## src/fct_pkg.sv

```systemverilog
package fct_pkg;

  localparam int unsigned FieldWidth = 32;
  localparam int unsigned CornerCount = 8;

  typedef enum logic [1:0] {
    CMD_LOAD   = 2'd0,
    CMD_POINT  = 2'd1,
    CMD_SPHERE = 2'd2,
    CMD_BOX    = 2'd3
  } cmd_e;

  typedef struct packed {
    logic [1:0]                   command;
    logic [2:0]                   plane_index;
    logic signed [FieldWidth-1:0] vec_x;
    logic signed [FieldWidth-1:0] vec_y;
    logic signed [FieldWidth-1:0] vec_z;
    logic signed [FieldWidth-1:0] vec_w;
    logic signed [FieldWidth-1:0] max_x;
    logic signed [FieldWidth-1:0] max_y;
    logic signed [FieldWidth-1:0] max_z;
  } req_t;

  typedef struct packed {
    logic       inside_res;
    logic [1:0] test_kind;
  } rsp_t;

  typedef struct packed {
    logic [FieldWidth-1:0] a;
    logic [FieldWidth-1:0] b;
    logic [FieldWidth-1:0] c;
    logic [FieldWidth-1:0] d;
  } plane_t;

  typedef struct packed {
    logic [CornerCount-1:0] pos;
    logic [CornerCount-1:0] nneg;
  } flags_t;

endpackage

```

## src/fct_plane_store.sv

```systemverilog
module fct_plane_store #(
  parameter int unsigned PLANE_COUNT = 6
) (
  input  logic            clk_i,
  input  logic            we_i,
  input  logic [2:0]      idx_i,
  input  fct_pkg::plane_t plane_i,
  output fct_pkg::plane_t planes_o [PLANE_COUNT]
);
  import fct_pkg::*;

  plane_t planes_q [PLANE_COUNT];

  always_ff @(posedge clk_i) begin
    for (int p = 0; p < PLANE_COUNT; p++) begin
      if (we_i && (idx_i == 3'(p))) begin
        planes_q[p] <= plane_i;
      end
    end
  end

  assign planes_o = planes_q;

endmodule

```

## config.mk

```make
export PLATFORM = sky130hd
export DESIGN_NAME = fct_plane_store
export DESIGN_NICKNAME = d
export VERILOG_FILES = /design/src/fct_pkg.sv /design/src/fct_plane_store.sv
export SDC_FILE = /design/constraint.sdc
export NUM_CORES = 1
export LEC_CHECK = 0
export BUFFER_PORTS_ARGS = -buffer_cell sky130_fd_sc_hd__buf_2
export CELL_PAD_IN_SITES_DETAIL_PLACEMENT = 0
export CELL_PAD_IN_SITES_GLOBAL_PLACEMENT = 1
export CORE_AREA = 2 2 349 351
export CTS_CLUSTER_SIZE = 10
export DETAILED_ROUTE_END_ITERATION = 10
export DIE_AREA = 0 0 351 353
export PLACE_DENSITY_LB_ADDON = 0.12
export REMOVE_ABC_BUFFERS = 1
export SKIP_LAST_GASP = 1
export SLEW_MARGIN = 20
export SYNTH_ARGS = -nofsm -noshare
export SYNTH_HDL_FRONTEND = slang
export SYNTH_SLANG_ARGS = --single-unit
```

## constraint.sdc

```tcl
create_clock -name clk_i -period 10.78 [get_ports clk_i]
set_input_delay 0.539 -clock clk_i [delete_from_list [all_inputs] [get_ports clk_i]]
set_output_delay 0.539 -clock clk_i [all_outputs]
set_load 0.005 [all_outputs]
```

Yosys cells after proc, flatten, opt, wreduce, memory -nomap -nowiden --
Cells that the tools add are included. Widths: inputs -> output; s select.
Word-level totals: register bits 768, bits of input ports 133, output and inout bits 768, logic and storage cells 36
Cells by class: equal/unequal tests 5, reductions and logical operators 7
Operators with widths (count):
- $eq 3x2->1 const B | 2
- $eq 3x3->1 const B | 2
- $logic_and 1x1->1 | 6
- $eq 3x1->1 const B | 1
- $logic_not 3->1 | 1

Logic depth before layout (Yosys ltp) --
Gate-level depths: netlist of the first run.
depth in word-level cells 2, depth in mapped cells 1, mapped depth without buffers 1

Least setup slack after synthesis of the first run --
No wires, ideal clock.
path kind input to register, from input idx_i[0], to register planes_q, in the netlist planes_o[640] (enable), arrival 7579 ps, required time 10091 ps, path slack 2512 ps, stages on the path 1, cells stage by stage nor4b_2
On the way: longest elaborated chain between the ends 2
RTL lines:
- start: declaration | RTL line fct_plane_store.sv:6 | input logic [2:0] idx_i,
- $logic_not 3->1 | RTL line fct_plane_store.sv:16 | if (we_i && (idx_i == 3'(p))) begin
- $logic_and 1x1->1 | RTL line fct_plane_store.sv:16
- end signal: indexed assignment | RTL line fct_plane_store.sv:17 | planes_q[p] <= plane_i;
- end: declaration | RTL line fct_plane_store.sv:12 | plane_t planes_q [PLANE_COUNT];
Every way passes these cells. A chain may end at the register's enable or synchronous reset.

Worst setup path after layout of the first run --
from input idx_i[1], to register planes_q, in the netlist planes_o[89] (enable)
On the way: longest elaborated chain between the ends 2
RTL lines (RTL line):
- $eq 3x3->1 | fct_plane_store.sv:16
- $logic_and 1x1->1 | fct_plane_store.sv:16
Every way passes these cells.

==> impl_metrics.ini, run 1 <==
[grt]
grt_max_degree = 52
grt_pass1_wl_um = 104000
grt_overflow = 0
grt_pass1_vias = 12500
antenna_found_initial = 7
grt.total_usage = 0.120

[sta]
period_share = 0.203
fin_crit_ns = 2.19
hold_viol_final = 0
rsz0062_at_grt = false
finalSetupViolations = 0
tightest_slew_ns = 0.958
maxSlewHeadroom = 0.361
finalMaxSlewViolations = 0
max_freq_ghz = 0.457
tns_ns = 0

[floorplan]
die-area_um2 = 124000
fp-row-count = 128
die_h_um = 353
core-area_um2 = 121000
ios = 901
initial_core_util = 0.192
die_x_um = 351

[synth]
synth-seq-area-share = 0.997
syn-cell-area_um2 = 23100
avgSynthCellArea_um2 = 29.9
ys_ff_latch = 768
synth_cells = 774
synth_cell_types = 4
yosysWarnings = 0

[drt]
first_pass_iters = 4
routed_wl_um = 77600
vias_per_cell = 3.47
wl_met3_um = 8770
top_layer = met5
drcViolationCount = 0
wl_per_cell_um = 22.5
dr_wl_met2_um = 40200
postRouteAntennaNets = 0
num_vias = 12000
met1Wirelength_um = 26300
drt_first_iter_violations = 646

[worst_setup_path]
crit_fanout = 47
cp_data_arrival_time_ns = 2.46
worst_path_max_delay_cell = buf_4
required_ns = 11.05
endpoint_kind = flip-flop
worstSetupPathType = in2reg
crit_path_max_incr_delay_ns = 0.67
critPathLaunchType = primary input
cpMostUsedCell = buf_4
cp_cell_sequence = buf_2, and4b_4, buf_4, buf_4

[placement]
dp_hpwl_um = 55000
port_buffers = 900
gp_congestion = 0.752

[status]
status = finished, final reports clean

[clock_tree]
clk_path_buf_depth = 3
post-cts-setup-buffers = 0
cts_resized = 0
clock-sinks = 768
cts_hold_buf = 0
clk_pin_slew_ns = 0.05
htreeDepth = 3
root_buffer = clkbuf_16
cts_tree = yes
numCtsBuffers = 92

[final_layout]
layout_commonest_cell = buf_2
utilization = 0.269
fill_cells = 12300
largest_register_ffs = 768
nNetsFinal = 1915
syn_to_final_growth_pct = 40.3
final_cell_mix = buf_2 (900), edfxtp_1 (768), clkbuf_16 (94)
drive_above_1_share = 0.563

[min_path]
min-delay-path-class = in2reg

[pwr]
powerDensity_nw_per_um2 = 199
p_leak_nw = 11.9
peakVddDrop_uv = 118

[flow_run]
maxCapViolCount = 0
## final cells by class
class                           instances  area [µm²]  share of cell area
Antenna cell                            4        10.0            0.000308
Clock buffer                          119        2450              0.0753
Clock inverter                         17         208             0.00640
Multi-Input combinational cell          6         100             0.00308
Sequential cell                       768       23100               0.710
Tap cell                             1625        2030              0.0626
Timing Repair Buffer                  914        4610               0.142
## routing by layer
layer / GRT usage / up-vias
met5: 0 / -
met4: 0.0418 / 8
met3: 0.0581 / 123
met2: 0.213 / 590
met1: 0.121 / 6068
li1: - / 5207
## worst max-delay path, delay by kind of cell
| kind | cells | cell delay (ns) |
|---|---|---|
| buffers and inverters | 3 | 1.44 |
| AND/OR/NAND/NOR | 1 | 0.31 |
## cell families (layout without fill, tap and decap cells)
family	after synthesis	after routing	share of synthesized area
DFF	768	768	0.997
and+or+nand+nor	6	6	0.00324
buffers and inverters	0	1050	0
other	0	4	0
## stage by stage
stage          power (W)  instances  setup WS, ns  cell area, µm²  hold slack, ns
6_report         0.00645       3453          8.59           32500           0.132
5_1_grt          0.00670       3449          8.49           32500          0.0800
4_1_cts          0.00658       3449          8.55           32500          0.0584
3_5_place_dp     0.00372       3313          7.83           29800           0.799
3_3_place_gp     0.00372       3313          7.86           29800           0.786
2_1_floorplan    0.00351        774          2.51           23100           0.638
## power breakdown
group          internal (W)  switching (W)  leakage (nW)  total (W)
clock               0.00163        0.00118          1.28    0.00281
sequential          0.00339      0.0000206          6.98    0.00341
combinational     0.0000751       0.000157          3.64   0.000232
total               0.00510        0.00136          11.9    0.00645
## cell usage after synthesis
master	n	share of area
edfxtp_1	768	1.0
and4bb_2	3	0.0016
and4b_2	2	0.00097
nor4b_2	1	0.00065
## final timing paths
kind / slack [ns] / startpoint / depth (start not counted) / to
setup / recovery: 8.59 / idx_i[1] / 4 / planes_o[89]
hold / removal: 0.13 / plane_i[54] / 1 / planes_o[182]
Power figures use the tool's default switching activity.
==> run 2: changes to the inputs <==
--- a/config.mk
+++ b/config.mk
@@ -5,6 +5,7 @@
 export SDC_FILE = /design/constraint.sdc
 export NUM_CORES = 1
 export LEC_CHECK = 0
+export ABC_AREA = 1
 export BUFFER_PORTS_ARGS = -buffer_cell sky130_fd_sc_hd__buf_2
 export CELL_PAD_IN_SITES_DETAIL_PLACEMENT = 0
 export CELL_PAD_IN_SITES_GLOBAL_PLACEMENT = 1
==> constraint.sdc (replaced) <==
create_clock -name clk_i -period 2.1 [get_ports clk_i]
set_input_delay 0.105 -clock clk_i [delete_from_list [all_inputs] [get_ports clk_i]]
set_output_delay 0.105 -clock clk_i [all_outputs]
set_load 0.005 [all_outputs]
==> run 2 against run 1 <==
Effect of this change: total power rose to 5.2 times the previous value; cell area up 4.4%; worst hold slack worse by 0.016 ns; critical path depth down 3; core utilization up 1.2 points; cell count up 3.9%; non-clock buffer count up 129; area after synthesis about the same; count of clock-buffer cells in the layout down 2; largest power group unchanged; largest cell class unchanged.
==> impl_metrics.ini, run 2 <==
[clock_tree]
cts_tree = yes
post-cts-setup-buffers = 0
htreeDepth = 3
clk_path_buf_depth = 3
clk_pin_slew_ns = 0.05
clock-sinks = 768
numCtsBuffers = 93
root_buffer = clkbuf_16

[worst_setup_path]
cp_cell_sequence = buf_2
endpoint_kind = output pin
crit_buf_inv = 1
critPathLaunchType = flip-flop
worst_path_max_delay_cell = edfxtp_1
crit_path_max_incr_delay_ns = 0.46
worstSetupPathType = reg2out
cp_data_arrival_time_ns = 1.27
critPathTopFamily = flip-flops
crit_fanout = 1
required_ns = 2.00

[grt]
grt_overflow = 0
grt_pass1_vias = 13000
grt_max_degree = 69
grt.total_usage = 0.123
antenna_found_initial = 3
grt_pass1_wl_um = 107000

[placement]
dp_hpwl_um = 55300
placed_area_um2 = 30000
dp_slack_ns = 0.510
gp_congestion = 0.739
port_buffers = 900

[pwr]
p_sw_w = 0.00697
p_int_w = 0.0263
p_seq_frac = 0.526
peakVddDrop_uv = 617
clockPowerShare = 0.432
swShare = 0.209
pwr-share-comb = 0.043
p_leak_nw = 12.5
powerDensity_nw_per_um2 = 983

[drt]
routed_wl_um = 79300
drt_first_iter_violations = 647
num_vias = 12500
vias_per_cell = 3.49
first_pass_iters = 4
wl_per_cell_um = 22.1
postRouteAntennaNets = 0
drcViolationCount = 0

[synth]
yosysWarnings = 0
synth-edff-count = 768
synthArstFlopShare = 0
synthFlopType = edfxtp_1
synth_cell_types = 6
synthMostInstantiatedCell = edfxtp_1
synth_area_leader_cell = edfxtp_1
ys_top_cells_by_area = edfxtp_1 (100%), nor2_1 (0.097%), nand2_1 (0.081%)
avgSynthCellArea_um2 = 29.5
synth_cells = 783
ys_ff_latch = 768
ys_top_cells_by_count = edfxtp_1 (768), nor2_1 (6), nand2_1 (5)
synth_top_area_frac = 0.997
syn-cell-area_um2 = 23100
synth-seq-area-share = 0.997

[floorplan]
core-area_um2 = 121000
initial_core_util = 0.192
fp-row-count = 128
die_h_um = 353
die_x_um = 351
die-area_um2 = 124000
ios = 901

[final_layout]
final_cell_mix = buf_2 (900), edfxtp_1 (768), dlygate4sd3_1 (128)
layout_commonest_cell = buf_2
final_cell_area_um2 = 33900
largest_register_ffs = 768
drive_above_1_share = 0.524
syn_to_final_growth_pct = 46.6
nNetsFinal = 2054

[sta]
max_freq_ghz = 0.729
maxSlewHeadroom = 0.529
tightest_slew_ns = 0.706
finalSetupViolations = 0
hold_viol_final = 0
fin_crit_ns = 1.37
rsz0062_at_grt = false
hold_slack_ns = 0.116
tns_ns = 0
finalMaxSlewViolations = 0
period_share = 0.653
worst_slack_ns = 0.728

[status]
status = finished, final reports clean

[flow_run]
maxCapViolCount = 0

[min_path]
min_to = planes_o[327]
min_from = idx_i[0]
min-delay-path-class = in2reg
hold_depth = 4
run 2: power by group through the flow:
stage          Combinational [W]  Clock (W)  Sequential [W]
2_1_floorplan           0.000107          0          0.0180
3_3_place_gp             0.00131          0          0.0178
3_5_place_dp             0.00131          0          0.0178
4_1_cts                  0.00149     0.0150          0.0175
5_1_grt                  0.00155     0.0155          0.0175
6_report                 0.00142     0.0144          0.0175
run 2: final cells by class:
type                    count  area, µm²
multi-input cells          12       92.6
fillers                 12200      86700
repair buffers           1043       6060
well taps                1625       2030
clock buffers             117       2420
diodes                      1       2.50
clock inverters            19        214
inverters                   3       11.3
flip-flops and latches    768      23100
run 2: per-layer routing:
metal | track usage | part of all wire
met5 | 0 | 0
met4 | 0.0500 | 0.031
met3 | 0.0512 | 0.10
met2 | 0.224 | 0.53
met1 | 0.123 | 0.34
run 2: how the worst max path moves through the flow:
stage	start	to	slack [ns]	cells past startpoint
floorplan	idx_i[0]	planes_o[384]	-4.10	3
global placement	idx_i[2]	planes_o[704]	0.53	5
detailed placement	idx_i[2]	planes_o[654]	0.51	5
CTS	planes_o[650]	planes_o[650]	0.66	1
global route	planes_o[650]	planes_o[650]	0.68	1
finish	planes_o[650]	planes_o[650]	0.73	1
run 2: repair_timing:
| item | 4_1_cts | 5_1_grt |
|---|---|---|
| setup endpoints to repair | 0 | 0 |
| resized for setup | 0 | 0 |
| hold buffers | 128 | 0 |
| endpoints found under the hold margin | 768 | 0 |
run 2: logic make-up (layout without fill, tap and decap cells):
| kind of cell | count (synthesis) | after routing | share of synthesized area |
|---|---|---|---|
| buf+inv | 3 | 1182 | 0.000487 |
| simple gates | 12 | 12 | 0.00206 |
| other cells | 0 | 1 | 0 |
| flops | 768 | 768 | 0.997 |
run 2: metrics by stage:
step,total power (W),std cells,utilization
floorplan,0.0181,783,-
global placement,0.0191,3323,0.249
detailed placement,0.0191,3323,0.249
CTS,0.0340,3587,0.281
global route,0.0346,3587,0.281
finish,0.0333,3588,0.281
==> run 3: changes to the inputs <==
==> constraint.sdc (replaced) <==
create_clock -name clk_i -period 1.4 [get_ports clk_i]
set_input_delay 0.07 -clock clk_i [delete_from_list [all_inputs] [get_ports clk_i]]
set_output_delay 0.07 -clock clk_i [all_outputs]
set_load 0.005 [all_outputs]
==> run 3 against run 2 <==
Effect of this change: worst hold slack improved by 0.0053 ns; highest routed layer unchanged; sequential power grew 50%; sequential cell count did not move; cell count grew 2.2%; via count rose by 3.2%; non-clock buffer count up 75.
==> impl_metrics.ini, run 3 (synthesis results as in run 2) <==
[floorplan]
core-area_um2 = 121000
initial_core_util = 0.192
ios = 901
fp-row-count = 128
die-area_um2 = 124000
die_x_um = 351
die_h_um = 353

[placement]
dp_slack_ns = -0.00921
dp_hpwl_um = 62400
port_buffers = 900
gp_congestion = 0.753

[sta]
hold_slack_ns = 0.121
tightest_slew_ns = 0.386
tns_ns = 0
period_share = 0.945
worst_slack_ns = 0.0769
finalMaxSlewViolations = 0
rsz0062_at_grt = true
hold_viol_final = 0
fin_crit_ns = 1.32
finalSetupViolations = 0
maxSlewHeadroom = 0.743
max_freq_ghz = 0.756

[drt]
routed_wl_um = 83200
drcViolationCount = 0
wl_per_cell_um = 22.7
postRouteAntennaNets = 0
num_vias = 12900
drt_first_iter_violations = 841
first_pass_iters = 5
vias_per_cell = 3.53

[final_layout]
largest_register_ffs = 768
final_cell_mix = buf_2 (899), edfxtp_1 (768), dlygate4sd3_1 (130)
layout_commonest_cell = buf_2
drive_above_1_share = 0.541
nNetsFinal = 2129
syn_to_final_growth_pct = 50.5
utilization = 0.289

[clock_tree]
clk_pin_slew_ns = 0.06
htreeDepth = 3
cts_tree = yes
post-cts-setup-buffers = 0
root_buffer = clkbuf_16
numCtsBuffers = 93
clk_path_buf_depth = 3
clock-sinks = 768

[worst_setup_path]
cp_cell_sequence = buf_2
critPathTopFamily = flip-flops
critPathLaunchType = flip-flop
crit_buf_inv = 1
endpoint_kind = output pin
crit_path_max_incr_delay_ns = 0.44
crit_path_start = planes_o[35]
path_depth = 1
worst_path_max_delay_cell = edfxtp_1
cp_data_arrival_time_ns = 1.25
crit_fanout = 1
required_ns = 1.33
setup.worst_path.end = planes_o[35]
worstSetupPathType = reg2out

[pwr]
finalPower_w = 0.0505
peakVddDrop_uv = 961
p_leak_nw = 13.0
powerDensity_nw_per_um2 = 1450

[grt]
grt_pass1_vias = 13700
grt_pass1_wl_um = 112000
antenna_found_initial = 4
grt.total_usage = 0.129
grt_max_degree = 50
grt_overflow = 0

[min_path]
min-delay-path-class = in2reg

[flow_run]
maxCapViolCount = 0

[status]
status = finished, final reports clean
[run 3: cell count changes in the layout (fill, tap and decap cells not counted), sizes merged]
cell         before  now
dlygate4sd3     128  130
buf             915  988
clkinvlp          1    0
bufinv            3    2
clkinv           14   20
clkbuf          117  116
[run 3: cell type report]
class                      count  area [µm²]
clock inverter                23         277
antenna                        1        2.50
fill                       12100       85800
multi-input combinational     12        92.6
clock buffer                 116        2430
timing repair buffer        1118        6890
tap                         1625        2030
sequential                   768       23100
inverter                       3        11.3
[run 3: repair_timing]
item	CTS	global route
endpoints found under the hold margin	776	0
endpoints found under the setup margin	3	1
resized for setup	2	0
hold buffers	130	0
[run 3: per-layer routing]
metal  vias up  wire (µm)  GRT usage
met1      6544      27900      0.128
met2       626      43600      0.234
met4         0       2840     0.0551
li1       5636          -          -
met5         -          0          0
met3       120       8800     0.0547
[run 3: stage by stage]
stage | instances | cell area, µm²
2_1_floorplan | 783 | 23100
3_3_place_gp | 3396 | 30800
6_report | 3666 | 34800
4_1_cts | 3665 | 34800
5_1_grt | 3666 | 34800
3_5_place_dp | 3396 | 30800
[run 3: how the worst min path moves through the flow]
stage / slack [ns] / cells past startpoint / start / end
6_report: 0.12 / 4 / we_i / planes_o[336]
5_1_grt: 0.09 / 4 / we_i / planes_o[336]
4_1_cts: 0.05 / 4 / we_i / planes_o[336]
3_5_place_dp: 0.34 / 1 / plane_i[38] / planes_o[166]
3_3_place_gp: 0.35 / 1 / plane_i[63] / planes_o[703]
2_1_floorplan: 0.17 / 0 / plane_i[0] / planes_o[0]
[run 3: power by group]
part	internal (W)	total [W]	switching [W]
Combinational	0.000941	0.00230	0.00136
Clock	0.0126	0.0219	0.00930
Sequential	0.0261	0.0263	0.000181
